<file path="src/hw/rtl/jila_pkg.sv">
// Package: transaction types, opcodes and pipeline structs for the JVM integer/long ALU.
package jila_pkg;

  localparam int unsigned DivSteps = 64;

  localparam logic [3:0] OP_ADD  = 4'd0;
  localparam logic [3:0] OP_SUB  = 4'd1;
  localparam logic [3:0] OP_MUL  = 4'd2;
  localparam logic [3:0] OP_DIV  = 4'd3;
  localparam logic [3:0] OP_REM  = 4'd4;
  localparam logic [3:0] OP_NEG  = 4'd5;
  localparam logic [3:0] OP_SHL  = 4'd6;
  localparam logic [3:0] OP_SHR  = 4'd7;
  localparam logic [3:0] OP_USHR = 4'd8;
  localparam logic [3:0] OP_AND  = 4'd9;
  localparam logic [3:0] OP_OR   = 4'd10;
  localparam logic [3:0] OP_XOR  = 4'd11;

  localparam logic [4:0] OPS_PER_FORM = 5'd12;
  localparam logic [4:0] CMD_LIMIT = 5'd24;
  localparam logic [5:0] INT_SHIFT_MASK = 6'h1f;
  localparam logic [5:0] LONG_SHIFT_MASK = 6'h3f;

  typedef struct packed {
    logic [4:0]        cmd;
    logic signed [63:0] first;
    logic signed [63:0] second;
  } in_item_t;

  typedef struct packed {
    logic signed [63:0] result;
    logic               div_zero;
  } out_item_t;

  typedef struct packed {
    logic        valid;
    logic        is_long;
    logic        bad;
    logic [3:0]  op;
    logic [63:0] simple;
    logic [63:0] pp_ll;
    logic [31:0] pp_lh;
    logic [31:0] pp_hl;
    logic        neg_q;
    logic        neg_r;
    logic        dz;
  } side_t;

  typedef struct packed {
    logic [63:0] rem;
    logic [63:0] quo;
    logic [63:0] dvs;
  } div_t;

endpackage

</file>
<file path="src/hw/rtl/jila_div_cell.sv">
// Divider cell: one restoring quotient bit per cycle while en is high, carries the transaction alongside.
module jila_div_cell (
  input  logic            clk,
  input  logic            rst,
  input  logic            en,
  input  jila_pkg::side_t side_in,
  input  jila_pkg::div_t  div_in,
  output jila_pkg::side_t side,
  output jila_pkg::div_t  div
);

  logic [64:0] sh;
  logic [64:0] diff;

  always_comb begin
    sh = {div_in.rem, div_in.quo[63]};
    diff = sh - {1'b0, div_in.dvs};
  end

  always_ff @(posedge clk) begin
    if (rst) begin
      side.valid <= 1'b0;
    end else if (en) begin
      side <= side_in;
    end
  end

  always_ff @(posedge clk) begin
    if (en) begin
      div.dvs <= div_in.dvs;
      div.rem <= diff[64] ? sh[63:0] : diff[63:0];
      div.quo <= {div_in.quo[62:0], ~diff[64]};
    end
  end

endmodule

</file>
<file path="config.mk">
export PLATFORM = sky130hd
export DESIGN_NAME = jila_div_cell
export DESIGN_NICKNAME = d
export VERILOG_FILES = /design/src/hw/rtl/jila_pkg.sv /design/src/hw/rtl/jila_div_cell.sv
export SDC_FILE = /design/constraint.sdc
export NUM_CORES = 1
export LEC_CHECK = 0
export ABC_CLOCK_PERIOD_IN_PS = 11950
export BUFFER_PORTS_ARGS = -buffer_cell sky130_fd_sc_hd__buf_2
export CAP_MARGIN = 20
export CORE_AREA = 2 2 308 310
export DETAILED_ROUTE_END_ITERATION = 10
export DIE_AREA = 0 0 310 312
export PLACE_DENSITY = 0.43
export RECOVER_POWER = 25
export SETUP_SLACK_MARGIN = 0.1
export SLEW_MARGIN = 0
export SYNTH_ARGS = -nofsm -noshare
export SYNTH_HDL_FRONTEND = slang
export SYNTH_SLANG_ARGS = --single-unit
</file>
<file path="constraint.sdc">
create_clock -name clk -period 11.95 [get_ports clk]
set_input_delay 0.5975 -clock clk [delete_from_list [all_inputs] [get_ports clk]]
set_output_delay 0.5975 -clock clk [all_outputs]
set_load 0.02 [all_outputs]
</file>
==> flow_metrics.env <==
export IMPL_cts_root_buf="clkbuf_16"
export IMPL_portBuffers=790
export IMPL_grt_pass1_vias=13700
export IMPL_drc=0
export IMPL_grt_antenna_before_repair=104
export IMPL_tightest_slew_ns=1.19
export IMPL_path_cells="clkbuf_1 -> inv_1 -> ha_1 -> nand4_1 -> or4_1 -> or3_1 -> o32a_1 -> a21oi_2 -> o21ai_1 -> and2_4 -> o211a_4 -> inv_6 -> mux2_1"
export IMPL_async_flop_share_pct=0
export IMPL_drt_iter0_drc=990
export IMPL_synth_xor_area_share_pct=2.95
export IMPL_firstDrtPassIters=4
export IMPL_area_delta_synth_final_pct=41.6
export IMPL_grt_max_degree=184
export IMPL_clk_latency_ns=0.63
export IMPL_grt_util_all_layers_pct=16.5
export IMPL_worstPathArrival_ns=4.43
export IMPL_synth_simple_area_share_pct=5.80
export IMPL_holdWs_ns=0.136
export IMPL_avgSynthCellArea_um2=14.9
export IMPL_die_w_um=310
export IMPL_synth_cells=1136
export IMPL_finalSetupViolations=0
export IMPL_relSlewSlack_pct=20.6
export IMPL_synth_compound_area_share_pct=9.35
export IMPL_wl_um=83500
export IMPL_crit_type="input pin to register"
export IMPL_clock_path_buffers=3
export IMPL_cts_buffers=50
export IMPL_synth_top_family_by_area="compound AO/OA/AOI/OAI gates"
export IMPL_min_path_type="input pin to register"
export IMPL_tns_ns=0
export IMPL_die_y_um=312
export IMPL_routabilityCongestion=0.901
export IMPL_crit_buf_inv=3
export IMPL_grt_pass1_wl_um=110000
export IMPL_finalNetCount=2413
export IMPL_worstPathRequired_ns=12.31
export IMPL_cts_setup_buffers=0
export IMPL_wire_per_inst_um=25.5
export IMPL_cts_repair_resized=0
export IMPL_status="complete, no violations"
export IMPL_skew_ns=0
export IMPL_ios=791
export IMPL_synth_adder_area_share_pct=4.85
export IMPL_cts_tree="done"
export IMPL_layout_drive_gt1_share_pct=42.1
export IMPL_clock_sinks=394
export IMPL_synth_area_mux_share_pct=4.25
export IMPL_syn_area_mm2=0.0169
export IMPL_power_w=0.00396
export IMPL_ys_types=74
export IMPL_final_antenna_net_count=0
export IMPL_hold_buffers=0
export IMPL_die_area_mm2=0.0967
export IMPL_crit_family="simple AND/OR/NAND/NOR gates"
export IMPL_worst_path_max_delay_cell="or4_1"
export IMPL_cp_end_kind="register"
export IMPL_h_tree_depth=2
export IMPL_worst_path_largest_cell_delay_ns=0.62
export IMPL_syn_nets=1598
export IMPL_drv_cap=0
export IMPL_rsz0062_at_grt="no"
export IMPL_min_period_ns=4.07
export IMPL_ys_seq_area_share_pct=69.8
export IMPL_peakVddDrop_v=0.000100
export IMPL_mostFrequentLayoutCell="buf_2"
export IMPL_hold_violations=0
export IMPL_finalCritPeriodShare_pct=34.1
export IMPL_synth_edf_count=393
export IMPL_layout_common_cells="743 x buf_2, 393 x edfxtp_1, 85 x inv_1"
export IMPL_overflow=0
export IMPL_synth_ff_type="edfxtp_1"
export IMPL_path_max_fanout=60
export IMPL_dp_hpwl_um=69900
export IMPL_start_kind="input pin"
export IMPL_maxSlewViolCount=0
export IMPL_synth_seq_cells=394
export IMPL_clk_pin_slew_ns=0.06
export IMPL_start_util_pct=18.2
export IMPL_vias_per_cell=4.09
export IMPL_cellPowerDensity_mw_per_mm2=165
export IMPL_dr_total_vias=13400
export IMPL_post_route_util_pct=25.8
export IMPL_row_count=112
export IMPL_core_mm2=0.0930
export IMPL_ys_warn_count=0
export IMPL_fmax_mhz=245
export IMPL_p_leak_nw=9.99
export IMPL_fillers=9995
flip-flops by register name, summed over array words and instances (netlist names):
register / cells
side: 202
div: 192
routing by layer:
layer	track usage, %	share of wire [%]	vias to the layer above
li1	-	-	5971
met1	16.7	34	6473
met2	29.1	50	652
met3	7.75	12	225
met4	6.77	4.2	38
met5	0	0.29	-
layout make-up:
class	instances	area [um2]	area share (%)
Tap cell	1254	1570	6.55
Antenna cell	25	62.6	0.261
Multi-Input combinational cell	623	4620	19.3
Timing Repair Buffer	796	3960	16.5
Inverter	86	328	1.37
Clock buffer	58	1280	5.35
Clock inverter	34	323	1.35
Sequential cell	394	11800	49.3
per-stage QoR:
stage          cells  area (um2)  setup WS, ns
5_1_grt         3256       23900          7.58
4_1_cts         3245       24000          7.79
3_3_place_gp    3153       22400          7.17
6_report        3270       24000          7.88
2_1_floorplan   1136       16900          1.66
3_5_place_dp    3153       22400          7.14
worst reg2reg max path: cells and delay by family (launching register included):
kind             cells  cell delay, ns
AND/OR/NAND/NOR      1            0.06
multiplexers         1            0.12
flip-flops           1            0.31
power by group:
part | internal, W | total, W | switching [W]
Sequential | 0.00167 | 0.00170 | 0.0000339
Clock | 0.000861 | 0.00152 | 0.000655
Combinational | 0.000256 | 0.000744 | 0.000488
Total | 0.00279 | 0.00396 | 0.00118
cells in the mapped netlist, types with 8 or more instances:
cell	count	area, um2
edfxtp_1	393	11800
xor2_1	23	201
nand4_1	20	125
a21oi_1	76	380
mux2_1	54	608
a21o_1	32	240
o21a_1	8	60.1
ha_1	64	801
nand2b_1	9	56.3
nor3_1	9	45.0
inv_1	85	319
nor2_1	41	154
nand2_1	62	233
o21ai_1	15	75.1
o21ai_0	23	115
o21bai_1	15	113
nor2b_1	11	68.8
xnor2_1	34	298
nand3_1	10	50.1
clkbuf_1	25	93.8
path summary, 6_finish.rpt:
path                             endpoint  slack [ns]  cells after the start        from
worst min register to register  side[201]        0.51                      2   side[201]
worst max-delay path             div[160]        7.88                     13  div_in[27]
worst min-delay path              div[96]        0.14                      1  div_in[95]
worst max register to register  side[201]       11.36                      2   side[201]
logic make-up after synthesis:
family,Yosys count
compound gates,240
fa+ha+maj,65
xor+xnor,57
buf+inv,119
simple gates,197
mux,64
flops,394
Note: power is estimated with default switching activity, not from simulation.
