### src/hw/rtl/jila_pkg.sv
// Package: transaction types, opcodes and pipeline structs for the JVM integer/long ALU.
package jila_pkg;

  localparam int unsigned DivSteps = 64;

  localparam logic [3:0] OP_ADD  = 4'd0;
  localparam logic [3:0] OP_SUB  = 4'd1;
  localparam logic [3:0] OP_MUL  = 4'd2;
  localparam logic [3:0] OP_DIV  = 4'd3;
  localparam logic [3:0] OP_REM  = 4'd4;
  localparam logic [3:0] OP_NEG  = 4'd5;
  localparam logic [3:0] OP_SHL  = 4'd6;
  localparam logic [3:0] OP_SHR  = 4'd7;
  localparam logic [3:0] OP_USHR = 4'd8;
  localparam logic [3:0] OP_AND  = 4'd9;
  localparam logic [3:0] OP_OR   = 4'd10;
  localparam logic [3:0] OP_XOR  = 4'd11;

  localparam logic [4:0] OPS_PER_FORM = 5'd12;
  localparam logic [4:0] CMD_LIMIT = 5'd24;
  localparam logic [5:0] INT_SHIFT_MASK = 6'h1f;
  localparam logic [5:0] LONG_SHIFT_MASK = 6'h3f;

  typedef struct packed {
    logic [4:0]        cmd;
    logic signed [63:0] first;
    logic signed [63:0] second;
  } in_item_t;

  typedef struct packed {
    logic signed [63:0] result;
    logic               div_zero;
  } out_item_t;

  typedef struct packed {
    logic        valid;
    logic        is_long;
    logic        bad;
    logic [3:0]  op;
    logic [63:0] simple;
    logic [63:0] pp_ll;
    logic [31:0] pp_lh;
    logic [31:0] pp_hl;
    logic        neg_q;
    logic        neg_r;
    logic        dz;
  } side_t;

  typedef struct packed {
    logic [63:0] rem;
    logic [63:0] quo;
    logic [63:0] dvs;
  } div_t;

endpackage

### src/hw/rtl/jila_final.sv
// Output stage: product sum, quotient/remainder sign fix, selection and int sign extension.
module jila_final (
  input  logic                clk,
  input  logic                rst,
  input  logic                en,
  input  jila_pkg::side_t     side,
  input  jila_pkg::div_t      div,
  output logic                valid,
  output jila_pkg::out_item_t item
);

  logic [63:0] prod;
  logic [63:0] r;
  logic        dz;

  always_comb begin
    prod = side.pp_ll + {side.pp_lh + side.pp_hl, 32'd0};
    dz = 1'b0;
    case (side.op)
      jila_pkg::OP_MUL: r = prod;
      jila_pkg::OP_DIV: begin
        r = side.neg_q ? 64'd0 - div.quo : div.quo;
        dz = side.dz;
      end
      jila_pkg::OP_REM: begin
        r = side.neg_r ? 64'd0 - div.rem : div.rem;
        dz = side.dz;
      end
      default: r = side.simple;
    endcase
    if (dz) begin
      r = 64'd0;
    end
    if (!side.is_long) begin
      r = {{32{r[31]}}, r[31:0]};
    end
    if (side.bad) begin
      r = 64'd0;
      dz = 1'b0;
    end
  end

  always_ff @(posedge clk) begin
    if (rst) begin
      valid <= 1'b0;
    end else if (en) begin
      valid <= side.valid;
    end
  end

  always_ff @(posedge clk) begin
    if (en) begin
      item.result   <= r;
      item.div_zero <= dz;
    end
  end

endmodule

### config.mk
export PLATFORM = sky130hd
export DESIGN_NAME = jila_final
export DESIGN_NICKNAME = d
export VERILOG_FILES = /design/src/hw/rtl/jila_pkg.sv /design/src/hw/rtl/jila_final.sv
export SDC_FILE = /design/constraint.sdc
export NUM_CORES = 1
export LEC_CHECK = 0
export BUFFER_PORTS_ARGS = -buffer_cell sky130_fd_sc_hd__buf_4
export CAP_MARGIN = 10
export CORE_AREA = 3 3 178 180
export CTS_CLUSTER_SIZE = 24
export DETAILED_ROUTE_END_ITERATION = 6
export DIE_AREA = 0 0 181 183
export PLACE_DENSITY = 0.57
export SLEW_MARGIN = 20
export SYNTH_ARGS = -nofsm -noshare
export SYNTH_HDL_FRONTEND = slang
export SYNTH_SLANG_ARGS = --single-unit
### constraint.sdc
create_clock -name clk -period 12.94 [get_ports clk]
set_input_delay 0.647 -clock clk [delete_from_list [all_inputs] [get_ports clk]]
set_output_delay 0.647 -clock clk [all_outputs]
set_load 0.02 [all_outputs]
==> flow_summary.ini, run 1 <==
[power]
p_leak_nw = 5.45
power_density_mw_per_mm2 = 85.9
vdd_drop_max_v = 0.0000527

[detailed_routing]
wl_per_cell_um = 23.3
num_vias = 11083
ant_nets = 0
drc = 0
drtIter0Drc = 1221
first_pass_iters = 6
viasPerCell = 5.67
drt_wl_total_um = 45600

[sta]
worst_hold_slack_ps = 444
drv_slew = 0
tns_ps = 0
rsz0062_at_grt = false
relSlewSlack = 0.191
finalSetupViolations = 0
period_share = 0.417
hold_viol = 0
min_period_ps = 5400
fmax_mhz = 185
clock_skew_ps = 0
tightest_slew_ps = 1180

[clock_network]
cts_made_buffers = 9
cts_hold_buf = 0
htreeDepth = 3
cts.clk_slew.worst_paths_ps = 50
post_cts_buffers = 0
ctsResizeCount = 0
cts.sinks = 66
insertion_delay_ps = 350
cts_root_buf = clkbuf_16
clockBufferDepth = 2
tritoncts = yes

[setup_path]
end_kind = flop
ff2ff_path_depth = 2
crit_path_max_fanout = 5
cp_slowest_cell = a31oi_1
crit_required_ps = 13020
cp.arrival_ps = 5480
critPathMaxStageDelay_ps = 430
crit_chain = buf_4 > ha_1 > inv_1 > fa_1 > nor2b_1 > o211ai_1 > a21oi_1 > a21o_1 > nand2_1 > o21ai_0 > xor2_1 > ha_1 > o21ai_0 > nor2_1 > o41a_1 > a221o_1 > a31oi_1 > o21ai_1 > mux2_2 > a21oi_1 > o21ai_2
path_class = input port to flop
cp-start-kind = input port

[yosys]
ys.flop_type = edfxtp_1
syn_nets = 1657
synth.distinct_cells = 79
synth-warning-count = 0
ys_async_sr_fraction = 0
synth_top_area_share = 0.201
synth-edff-count = 65
netlist_instances = 1192
ys_top_cells_by_area = edfxtp_1, xnor2_1, ha_1
syn_avg_cell_area_um2 = 8.14
synth_top_area_cell = edfxtp_1
netlist_area_mm2 = 0.00971
ys_ff_latch = 66
yosysSeqAreaShare = 0.203

[layout]
fin_nets = 2015
fillCellCount = 3080
syn_to_final_growth_pct = 37.1
seq_area_mm2 = 0.00197
layout-drive-gt1-share = 0.305
multiInputGateArea_mm2 = 0.00738

[run]
drv_cap = 0

[floorplan]
die_area_mm2 = 0.0331
rows = 64
io_pins = 463
die_h_um = 183
die_w_um = 181
start_util = 0.320
core_area_mm2 = 0.0303

[placement]
port_buffers = 398
gp_congestion = 0.933
dp_hpwl_um = 37600

[hold_path]
whs_path_depth = 2
hold_class = input port to flop

[global_route]
antenna_found_initial = 14
grt_usage = 0.259
grt-ovfl-total = 0
grt_pass1_vias = 10407
grt_first_pass_wirelength_um = 65800
grt_max_degree = 67

[status]
status = finished, final reports clean
## registers in the layout, summed over array words and instances (netlist names)
name / flops
valid: 1
item: 65
## area by class of cell
class / instances / share of cell area
repair buffers: 406 / 0.229
inverters: 30 / 0.00846
clock buffers: 10 / 0.0172
clock inverters: 6 / 0.00433
multi-input cells: 1037 / 0.555
well taps: 396 / 0.0372
diodes: 3 / 0.000564
flip-flops and latches: 66 / 0.148
## worst paths after layout
check / from / end / slack, ps
worst min-delay path: rst / valid / 440
worst max register to register: valid / valid / 12360
worst max-delay path: side[3] / item[57] / 7540
worst min register to register: valid / valid / 500
## cells in the final DEF, fill, tap and decap left out, types with 15 or more instances in the layout
cell type / n
inv_1: 30
o31ai_1: 36
edfxtp_1: 65
nand3_1: 22
nand2_1: 108
o21ai_0: 81
ha_1: 66
a222oi_1: 28
xnor2_1: 111
nor3_1: 15
o21ai_1: 21
nor2_1: 66
o41ai_1: 21
xor2_1: 63
o221ai_1: 23
a21oi_1: 101
a21o_1: 20
buf_4: 406
a221oi_1: 15
## power by group
group	switching, mW	internal, mW	leakage, nW	total, mW
logic	0.362	0.268	4.67	0.630
clock network	0.0999	0.148	0.142	0.248
registers	0.00607	0.259	0.633	0.265
total	0.468	0.675	5.45	1.14
## routing by layer
layer | vias to the layer above | part of all wire | GRT usage
met4 | 18 | 0.017 | 0.0591
li1 | 5331 | - | -
met1 | 5193 | 0.45 | 0.369
met3 | 51 | 0.094 | 0.0684
met5 | - | 0.0029 | 0
met2 | 490 | 0.44 | 0.394
## critical path, delay by kind of cell
kind / cells / cell delay [ps]
AOI/OAI and AO/OA: 11 / 2920
xor gates and xnor gates: 1 / 190
adders and majority gates: 3 / 870
buffers and inverters: 2 / 140
muxes: 1 / 360
and+or+nand+nor: 3 / 340
## synthesized netlist by cell type (4+ instances only)
master	number
xnor2_1	111
nand2_1	108
a21oi_1	101
o21ai_0	81
nor2_1	67
ha_1	66
edfxtp_1	65
xor2_1	63
clkbuf_1	50
o31ai_1	36
inv_1	30
a222oi_1	28
o221ai_1	23
nand3_1	22
o21ai_1	21
o41ai_1	21
a21o_1	20
a221oi_1	15
nor3_1	15
nand2b_1	14
or3_1	14
or4_1	13
a211oi_1	12
a31oi_1	12
nor4_1	12
o21bai_1	12
or2_2	12
and3_1	11
o21a_1	10
o22ai_1	9
nor2b_1	8
o211ai_1	7
o21ai_2	7
buf_1	5
or4_4	5
a211o_1	4
and2_1	4
mux2i_1	4
nand4_1	4
o41ai_2	4
## stage by stage
step | utilization | power (mW) | cells | instance area [um^2] | setup slack, ps
final | 0.438 | 1.14 | 1954 | 13300 | 7540
after global routing | 0.438 | 1.21 | 1953 | 13300 | 7260
after CTS | 0.438 | 1.14 | 1951 | 13300 | 7550
after detailed placement | 0.429 | 0.889 | 1935 | 13000 | 7180
after global placement | 0.429 | 0.888 | 1935 | 13000 | 7180
after floorplan | - | 0.632 | 1192 | 9710 | 8280
## logic make-up (layout without fill, tap and decap cells)
group           Yosys count  in the layout  share of synthesized area
simple gates            336            336                      0.183
other cells               0              3                          0
buf+inv                  89            452                     0.0379
xor+xnor                174            174                      0.157
mux                       7              7                    0.00760
fa+ha+maj                68             68                     0.0892
flops                    66             66                      0.203
compound gates          452            452                      0.322
Note: power is estimated with default switching activity, not from simulation.
==> inputs of run 2 (changes only) <==
--- a/config.mk
+++ b/config.mk
@@ -7,11 +7,11 @@
 export LEC_CHECK = 0
 export BUFFER_PORTS_ARGS = -buffer_cell sky130_fd_sc_hd__buf_4
 export CAP_MARGIN = 10
-export CORE_AREA = 3 3 178 180
+export CORE_AREA = 3 3 177 179
 export CTS_CLUSTER_SIZE = 24
 export DETAILED_ROUTE_END_ITERATION = 6
-export DIE_AREA = 0 0 181 183
-export PLACE_DENSITY = 0.57
+export DIE_AREA = 0 0 180 182
+export PLACE_DENSITY = 0.59
 export SLEW_MARGIN = 20
 export SYNTH_ARGS = -nofsm -noshare
 export SYNTH_HDL_FRONTEND = slang
==> constraint.sdc (replaced) <==
create_clock -name clk -period 4.5 [get_ports clk]
set_input_delay 0.225 -clock clk [delete_from_list [all_inputs] [get_ports clk]]
set_output_delay 0.225 -clock clk [all_outputs]
set_load 0.02 [all_outputs]
==> flow_summary.ini, run 2 (synthesis results as in run 1) <==
[status]
status = finished, final reports clean

[layout]
syn_to_final_growth_pct = 45.5
largest_reg_flops = 65
layout.cells.non_filler = 2040
regMostFlops = item
layout-drive-gt1-share = 0.354
layout_common_cells = buf_4, xnor2_1, nand2_1
fin_nets = 2105
reg_top3 = item x65, valid x1
final_common_cell = buf_4

[power]
p_sw_frac = 0.396
p_leak_nw = 5.91
netSwitchingPower_mw = 1.41
power_frac_comb = 0.576
p_seq_frac = 0.215
clkPwrFrac = 0.209
vdd_drop_max_v = 0.000181
power_density_mw_per_mm2 = 252
p_int_mw = 2.15

[clock_network]
cts_root_buf = clkbuf_16
cts.sinks = 66
htreeDepth = 3
tritoncts = yes
insertion_delay_ps = 350
cts_made_buffers = 9
clockBufferDepth = 2
cts_hold_buf = 0
cts.clk_slew.worst_paths_ps = 50

[setup_path]
r2r_end = valid
ff2ff_path_depth = 2
crit_required_ps = 4600
cp.arrival_ps = 4350
crit_chain = buf_4 > ha_4 > a211o_1 > a211oi_2 > o22ai_1 > a21o_1 > o21a_1 > o41a_1 > a21o_1 > a21oi_2 > xnor2_2 > ha_1 > a21oi_2 > o21bai_1 > a21oi_1 > inv_1 > buf_4 > a311oi_2 > o31ai_1 > xnor2_1 > a21oi_2 > o21ai_2
path_class = input port to flop
rr_startpoint = valid
critPathTopFamily = compound AO/OA/AOI/OAI gates
cp_num_cells = 22
worst-path-buf-inv = 3
crit_path_end = item[58]
cp-start-kind = input port
critPathMaxStageDelay_ps = 460
crit_top_cell = a21oi_2
end_kind = flop
crit_path_start = side[12]
r2r_setup_slack_ps = 3900
crit_path_max_fanout = 4
cp_slowest_cell = o41a_1

[floorplan]
die_area_mm2 = 0.0328
start_util = 0.327
core_area_mm2 = 0.0297
die_w_um = 180
rows = 63
io_pins = 463
die_h_um = 182

[sta]
min_period_ps = 4250
finalSetupViolations = 0
worst_hold_slack_ps = 26.2
tightest_slew_ps = 1160
tns_ps = 0
fmax_mhz = 235
relSlewSlack = 0.222
clock_skew_ps = 0
period_share = 0.944
drv_slew = 0
hold_viol = 0

[detailed_routing]
ant_nets = 0
first_pass_iters = 6
viasPerCell = 5.73
drc = 0
drt_wl_total_um = 47500
num_vias = 11683
wl_per_cell_um = 23.3
drtIter0Drc = 1164

[placement]
gp_congestion = 0.954
port_buffers = 398
dp_hpwl_um = 39400
place_inst = 2013

[hold_path]
hold_class = input port to flop

[run]
drv_cap = 0

[global_route]
grt_usage = 0.274
grt-ovfl-total = 0
grt_first_pass_wirelength_um = 68700
antenna_found_initial = 5
grt_pass1_vias = 10820
grt_max_degree = 55
-- run 2: cell types whose count changed in the layout (fill, tap and decap cells not counted), moves of 3 or more --
cell	delta
buf_4	+90
a21oi_1	-5
a21oi_2	+5
a221oi_1	-3
a221oi_2	+3
clkinv_2	-3
-- run 2: stage by stage --
stage	util	setup WS [ps]	power, mW	cell area, um^2
floorplan	-	262	1.82	9710
global placement	0.459	-151	2.74	13600
detailed placement	0.459	-205	2.73	13600
CTS	0.469	160	3.49	13900
global route	0.475	-20.8	3.76	14100
finish	0.475	250	3.56	14100
-- run 2: timing repair --
action,CTS,global route
buffers inserted,0,6
resized for setup,0,25
setup endpoints to repair,0,11
-- run 2: layer usage --
| metal | up-vias | part of all wire | wire [um] | global-route usage |
|---|---|---|---|---|
| met3 | 42 | 0.094 | 4480 | 0.0551 |
| met2 | 594 | 0.45 | 21500 | 0.432 |
| met4 | 0 | 0.018 | 850 | 0.0693 |
| met1 | 5515 | 0.43 | 20600 | 0.384 |
| li1 | 5532 | - | - | - |
| met5 | - | 0 | 0 | 0 |
-- run 2: area by class of cell --
type,count,area (um^2)
diodes,5,12.5
clock buffers,14,264
clock inverters,2,35.0
fillers,3008,15600
inverters,30,113
multi-input cells,1037,7510
flip-flops and latches,66,1970
well taps,390,488
repair buffers,496,3720
-- run 2: power groups by stage --
stage | Clock [mW] | Sequential [mW] | Combinational, mW
detailed placement | 0 | 0.778 | 1.96
global route | 0.787 | 0.770 | 2.21
finish | 0.744 | 0.766 | 2.05
floorplan | 0 | 0.846 | 0.972
global placement | 0 | 0.777 | 1.96
CTS | 0.752 | 0.766 | 1.97
-- run 2: worst min path at each step --
stage,endpoint,start,depth (start not counted)
floorplan,valid,rst,1
CTS,valid,rst,2
finish,valid,rst,2
global placement,valid,rst,2
global route,valid,rst,2
detailed placement,valid,rst,2
